===== config.mk =====
export PLATFORM = sky130hd
export DESIGN_NAME = lsc_front
export DESIGN_NICKNAME = d
export VERILOG_FILES = /design/src/hdl/lsc_pkg.sv /design/src/hdl/lsc_front.sv
export SDC_FILE = /design/constraint.sdc
export NUM_CORES = 1
export LEC_CHECK = 0
export BUFFER_PORTS_ARGS = -buffer_cell sky130_fd_sc_hd__buf_4
export CAP_MARGIN = 25
export CORE_ASPECT_RATIO = 0.7
export CORE_MARGIN = 2
export CORE_UTILIZATION = 57
export DETAILED_ROUTE_END_ITERATION = 7
export PLACE_DENSITY = 0.86
export SLEW_MARGIN = 5
export SYNTH_ARGS = -nofsm -noshare
export SYNTH_HDL_FRONTEND = slang
export SYNTH_SLANG_ARGS = --single-unit

===== constraint.sdc =====
create_clock -name clk -period 9.83 [get_ports clk]
set_input_delay 1.966 -clock clk [delete_from_list [all_inputs] [get_ports clk]]
set_output_delay 1.966 -clock clk [all_outputs]
set_load 0.01 [all_outputs]

===== src/hdl/lsc_pkg.sv =====
// Package for the linear softmax classifier: item types, opcodes, exp table.
// No dependencies.
package lsc_pkg;

  localparam logic [1:0] OP_WEIGHT = 2'd0;
  localparam logic [1:0] OP_BIAS   = 2'd1;
  localparam logic [1:0] OP_PIXEL  = 2'd2;

  localparam logic signed [39:0] ACC_MAX = 40'sh7F_FFFF_FFFF;
  localparam logic signed [39:0] ACC_MIN = 40'sh80_0000_0000;
  localparam logic [31:0] LOG2E_SCALE = 32'd777578417;
  localparam logic [23:0] D_CLAMP = 24'hFF_FFFF;

  typedef struct packed {
    logic [1:0]         opcode;
    logic [3:0]         class_index;
    logic [9:0]         pixel_index;
    logic signed [15:0] coef_value;
    logic signed [31:0] bias_value;
    logic [7:0]         pixel_value;
    logic               last_pixel;
  } in_item_t;

  typedef struct packed {
    logic [3:0]         class_id;
    logic signed [39:0] logit;
    logic [15:0]        probability;
    logic [3:0]         predicted_class;
    logic               last_result;
  } out_item_t;

  typedef enum logic [3:0] {
    ST_IDLE, ST_MAC_RD, ST_MAC_ADD, ST_LOGIT, ST_MAX, ST_EXP_MUL, ST_EXP_INT,
    ST_EXP_SUM, ST_DIV, ST_ARGMAX, ST_EMIT
  } state_t;

  function automatic logic [16:0] exp2_tab(input logic [4:0] k);
    logic [16:0] v;
    case (k)
      5'd0: v = 17'd65536;   5'd1: v = 17'd62757;   5'd2: v = 17'd60097;
      5'd3: v = 17'd57549;   5'd4: v = 17'd55109;   5'd5: v = 17'd52773;
      5'd6: v = 17'd50535;   5'd7: v = 17'd48393;   5'd8: v = 17'd46341;
      5'd9: v = 17'd44376;   5'd10: v = 17'd42495;  5'd11: v = 17'd40693;
      5'd12: v = 17'd38968;  5'd13: v = 17'd37316;  5'd14: v = 17'd35734;
      5'd15: v = 17'd34219;  5'd16: v = 17'd32768;
      default: v = 17'd0;
    endcase
    return v;
  endfunction

  function automatic logic signed [39:0] sat40(input logic signed [41:0] v);
    logic signed [39:0] r;
    if (v > 42'(ACC_MAX)) r = ACC_MAX;
    else if (v < 42'(ACC_MIN)) r = ACC_MIN;
    else r = v[39:0];
    return r;
  endfunction

endpackage


===== src/hdl/lsc_front.sv =====
// Front end: accepts items, drops meaningless ones, and queues the rest.
// Depends on lsc_pkg.
module lsc_front import lsc_pkg::*; #(
  parameter int NUM_INPUTS  = 784,
  parameter int NUM_CLASSES = 10,
  parameter int DEPTH       = 4
) (
  input  logic     clk,
  input  logic     rst,
  input  in_item_t in_item,
  input  logic     push,
  output logic     full,
  output in_item_t q_item,
  output logic     q_valid,
  input  logic     q_take
);
  localparam int AW = $clog2(DEPTH);
  in_item_t mem [DEPTH];
  logic [AW-1:0] wr_ptr, rd_ptr;
  logic [AW:0]   count;
  logic keep, do_push, do_pop;

  // Weight and bias writes to bad addresses and unused opcodes are dropped.
  always_comb begin
    case (in_item.opcode)
      OP_WEIGHT: keep = (32'(in_item.class_index) < NUM_CLASSES) &&
                        (32'(in_item.pixel_index) < NUM_INPUTS);
      OP_BIAS:   keep = 32'(in_item.class_index) < NUM_CLASSES;
      OP_PIXEL:  keep = 1'b1;
      default:   keep = 1'b0;
    endcase
  end

  assign full    = (count == (AW+1)'(DEPTH));
  assign do_push = push && !full && keep;
  assign q_valid = (count != '0);
  assign do_pop  = q_take && q_valid;
  assign q_item  = mem[rd_ptr];

  always_ff @(posedge clk) begin
    if (do_push) mem[wr_ptr] <= in_item;
    if (rst) begin
      wr_ptr <= '0; rd_ptr <= '0; count <= '0;
    end else begin
      if (do_push) wr_ptr <= (wr_ptr == AW'(DEPTH-1)) ? '0 : wr_ptr + 1'b1;
      if (do_pop)  rd_ptr <= (rd_ptr == AW'(DEPTH-1)) ? '0 : rd_ptr + 1'b1;
      count <= count + (AW+1)'(do_push) - (AW+1)'(do_pop);
    end
  end
endmodule


==> results.yml, run 1 <==
logic_synthesis:
  synth_fp_nets: 530
  ys_ff_latch: 301
  synth_edf_count: 292
  syn_inst: 445
  synth_area_um2: 11100
  synth_ff_type: "edfxtp_1"
  async_flop_share_pct: 0
  yosysSeqAreaShare_pct: 80.5
  yosysUniqueCellTypes: 33
  syn_avg_cell_area_um2: 25.0
  yosysWarnings: 0
worst_setup_path:
  critPathLaunchType: "flip-flop"
  slowest_delay_ns: 0.79
  path_common_cell: "buf_4"
  cp_max_fo: 40
  crit_type: "reg -> out"
  required_ns: 7.86
  crit_chain: "buf_4 > mux4_2 > buf_4"
  crit_slowest_cell: "dfxtp_4"
  critPathBufInv: 2
  worstPathArrival_ns: 2.94
  r2r-end: "count[2]"
  regToRegSetupSlack_ns: 7.41
  end_kind: "output pin"
  critPathTopFamily: "buffers and inverters"
  r2r-start: "count[1]"
  worstRegToRegCells: 12
placed_design:
  io_buffers: 151
  placedInstanceArea_um2: 12600
  globalplace.congestion: 0.731
  dp_hpwl_um: 11800
cts:
  cts_tree: "built"
  cts_resized: 0
  cts_buffers: 27
  cts_buffer_depth: 3
  cts.clk_slew.worst_paths_ns: 0.06
  clkLatencyLatePin_ns: 0.52
  cts_setup_buffers: 0
  postCtsHoldBufs: 0
  htreeDepth: 1
  cts.sinks: 301
  cts_root_buffer: "clkbuf_16"
global_route:
  grt_pass1_wl_um: 29800
  track_usage_pct: 19.2
  first_global_vias: 5326
  antenna_found_initial: 1
  grt.overflow.total: 0
  grt_max_degree: 74
finish:
  multi_input_area_um2: 2020
  layout.nets: 699
  drive_above_1_share_pct: 45.0
  seqCellArea_um2: 8960
  syn2layout_area_growth_pct: 21.2
  most-common-layout-cells: "edfxtp_1 (292), buf_4 (152), mux4_2 (73)"
  nFillCells: 1125
  final_common_cell: "edfxtp_1"
  stdcell_area_um2: 13500
route:
  wl_per_cell_um: 21.7
  vias: 5164
  routed_wirelength_um: 19500
  drc: 0
  drt-initial-drc-count: 473
  viasPerCell: 5.74
  dr.pass1.iters: 5
  postRouteAntennaNets: 0
die:
  die_x_um: 171
  die_area_um2: 20700
  die_h_um: 121
  row_count: 42
  start_util_pct: 58.5
  coreArea_um2: 19000
  ios: 152
sta:
  fin_crit_ns: 4.90
  fin_tns_setup_ns: 0
  drv_slew: 0
  skew_ns: 0.0133
  maxSlewHeadroom_pct: 47.6
  fin_crit_sh_pct: 49.9
  hold_viol_final: 0
  clock.fmax_ghz: 0.204
  worst_pin_slew_ns: 0.785
  rsz0062_at_grt: "false"
  setup_viol: 0
min_path:
  hold_depth: 2
  min_from: "rd_ptr[1]"
  hold_path_class: "reg -> reg"
flow_run:
  maxCapViolCount: 0
pwr:
  power_density_nw_per_um2: 237
  max-vdd-ir-drop_v: 0.000123
  cellLeakagePower_uw: 0.00449
outcome:
  status: "finished, final reports clean"
[state kept, by name, summed over array words and instances (netlist names), named ones only]
register	cells
wr_ptr	2
rd_ptr	2
count	3
mem	292
[cells by family (layout without fill, tap and decap cells)]
kind of cell / count (synthesis) / after routing / synth area share [%]
adders and majority gates: 8 / 8 / 0.968
other: 0 / 1 / 0
and+or+nand+nor: 26 / 26 / 1.44
muxes: 73 / 73 / 14.8
xor gates and xnor gates: 2 / 2 / 0.158
AOI/OAI and AO/OA: 10 / 10 / 0.698
DFF: 301 / 301 / 80.5
buffers and inverters: 25 / 214 / 1.47
[stage by stage]
step | hold WS, ns | cells | worst slack [ns] | total power [uW] | utilization, %
final | 0.486 | 899 | 4.93 | 3190 | 70.9
after global routing | 0.516 | 898 | 4.66 | 3310 | 70.8
after CTS | 0.490 | 897 | 4.82 | 3220 | 70.7
after detailed placement | 0.482 | 848 | 5.37 | 2180 | 66.1
after global placement | 0.450 | 844 | 5.41 | 2160 | 65.6
after floorplan | 0.454 | 445 | 5.03 | 1920 | -
[cell usage after synthesis, types with 2 or more instances]
| master | instances | share of area [%] |
|---|---|---|
| edfxtp_1 | 292 | 79 |
| mux4_2 | 73 | 15 |
| dfxtp_1 | 9 | 1.6 |
| buf_6 | 8 | 0.81 |
| buf_2 | 7 | 0.32 |
| ha_1 | 7 | 0.79 |
| inv_1 | 6 | 0.20 |
| a21oi_1 | 4 | 0.18 |
| and2_1 | 4 | 0.23 |
| nand2_1 | 4 | 0.13 |
| nor2_1 | 3 | 0.10 |
| or3_1 | 3 | 0.17 |
| inv_2 | 2 | 0.068 |
| nand2b_1 | 2 | 0.11 |
| nand3_1 | 2 | 0.090 |
| o311ai_1 | 2 | 0.16 |
[worst max path at each step]
stage               slack, ns  depth (start not counted)   startpoint    endpoint
finish                   4.93                          3    flip-flop  q_item[12]
CTS                      4.82                          3    flip-flop  q_item[12]
floorplan                5.03                          4  in_item[63]   mem[0][0]
global route             4.66                          3    flip-flop  q_item[12]
global placement         5.41                          3    flip-flop   q_item[5]
detailed placement       5.37                          3    flip-flop  q_item[12]
[power breakdown]
part | leakage [uW] | total (uW) | internal, uW | switching (uW)
Combinational | 0.00134 | 601 | 331 | 270
Sequential | 0.00272 | 1550 | 1490 | 56.8
Clock | 0.000423 | 1040 | 606 | 433
[tightest hold or removal path, cell delays in order, from the launching register on]
cell and delay (ns):
dfxtp_1 0.31, nand2_1 0.06, a21oi_1 0.07
[per-layer routing]
layer  vias to the layer above  GRT usage, %  routed length [um]
li1                       2232             -                   -
met1                      2719          28.7                8260
met2                       193          29.8                9310
met3                        20          4.99                1740
met4                         0          3.18                 242
met5                         -             0                   0
[final cells by class]
cell class | count | share of cell area (%)
flip-flops and latches | 301 | 66.4
multi-input cells | 119 | 15.0
repair buffers | 157 | 9.32
clock buffers | 28 | 5.04
well taps | 264 | 2.45
clock inverters | 21 | 1.55
inverters | 8 | 0.223
diodes | 1 | 0.0186
Note: power is estimated with default switching activity, not from simulation.
==> run 2, diff against run 1 <==
CORE_UTILIZATION = 51   (was 57)
PLACE_DENSITY = 0.82   (was 0.86)
clock period = 4.5 ns   (was 9.83 ns; I/O delays follow)
==> results.yml, run 2 (synthesis gave the netlist of run 1 again) <==
route:
  dr.pass1.iters: 4
  wl_per_cell_um: 23.3
  vias: 5204
  postRouteAntennaNets: 0
  drt-initial-drc-count: 561
  routed_wirelength_um: 21500
  viasPerCell: 5.64
  drc: 0
pwr:
  max-vdd-ir-drop_v: 0.000369
  cellLeakagePower_uw: 0.00451
  power_density_nw_per_um2: 521
die:
  ios: 152
  row_count: 45
  die_area_um2: 23000
  start_util_pct: 51.6
  die_h_um: 128
  die_x_um: 180
  coreArea_um2: 21600
min_path:
  hold_path_class: "reg -> reg"
  hold_depth: 2
  min_from: "rd_ptr[1]"
finish:
  multi_input_area_um2: 2020
  drive_above_1_share_pct: 45.4
  fin_util_pct: 62.6
  seqCellArea_um2: 8960
  nFillCells: 1426
  most-common-layout-cells: "edfxtp_1 (292), buf_4 (160), mux4_2 (73)"
  largest_reg_flops: 292
  reg.largest.list: "mem x292, count x3"
  final_common_cell: "edfxtp_1"
  layout.nets: 704
  syn2layout_area_growth_pct: 21.4
  largest-register: "mem"
placed_design:
  globalplace.congestion: 0.767
  io_buffers: 151
  dp_hpwl_um: 13500
  preCtsSetupSlack_ns: 1.08
sta:
  maxSlewHeadroom_pct: 58.1
  hold_slack_ns: 0.493
  worst_slack_ns: 1.18
  skew_ns: 0.00999
  fin_tns_setup_ns: 0
  hold_viol_final: 0
  fin_crit_sh_pct: 73.8
  fin_crit_ns: 3.32
  rsz0062_at_grt: "false"
  worst_pin_slew_ns: 0.628
  setup_viol: 0
  drv_slew: 0
  clock.fmax_ghz: 0.301
worst_setup_path:
  critPathLaunchType: "flip-flop"
  worstPathArrival_ns: 2.42
  worstRegToRegCells: 12
  r2r-start: "count[2]"
  required_ns: 3.60
  r2r-end: "count[2]"
  cp_max_fo: 34
  end_kind: "output pin"
  crit_type: "reg -> out"
  regToRegSetupSlack_ns: 2.08
cts:
  cts_root_buffer: "clkbuf_16"
  postCtsHoldBufs: 0
  cts_tree: "built"
  cts.sinks: 301
  cts_buffers: 27
  htreeDepth: 1
  cts.clk_slew.worst_paths_ns: 0.07
  cts_resized: 0
  cts_buffer_depth: 3
  cts_setup_buffers: 0
  clkLatencyLatePin_ns: 0.52
global_route:
  grt_max_degree: 74
  grt_pass1_wl_um: 32600
  antenna_found_initial: 1
  first_global_vias: 5404
  grt.overflow.total: 0
  track_usage_pct: 18.8
outcome:
  status: "finished, final reports clean"
flow_run:
  maxCapViolCount: 0
==> run 2: critical path: stages (launching register included) <==
cell and delay [ns]:
dfxtp_4 0.73, buf_12 0.34, mux4_2 0.60, buf_4 0.17
==> run 2: worst max path at each step <==
stage                 endpoint  slack, ns
global placement      count[2]       1.20
CTS                 q_item[46]       1.11
global route        q_item[46]       1.02
finish              q_item[46]       1.18
floorplan            mem[0][0]       0.76
detailed placement    count[2]       1.08
==> run 2: final cells by class <==
type	instances	area share, %
flip-flops and latches	301	66.4
multi-input cells	119	14.9
repair buffers	162	9.25
clock buffers	30	5.09
well taps	282	2.61
clock inverters	19	1.49
inverters	8	0.223
diodes	1	0.0185
==> run 2: metal layers <==
layer	global-route usage, %	vias to the layer above	part of all wire [%]
met4	3.65	0	1.6
met5	0	-	0
met2	29.9	205	48
met3	4.68	35	7.6
li1	-	2248	-
met1	27.2	2716	43
==> run 2: where the power goes <==
part           internal (uW)  switching [uW]  leakage (uW)  total, uW
combinational            730             629       0.00136       1360
clock                   1330             963      0.000435       2300
sequential              3260             116       0.00272       3370
==> run 2: metrics by stage <==
stage,cells,total power (uW),area [um2]
final,922,7030,13500
after global routing,921,7300,13500
after CTS,920,7100,13500
after detailed placement,871,4810,12600
after global placement,871,4760,12600
after floorplan,445,4200,11100
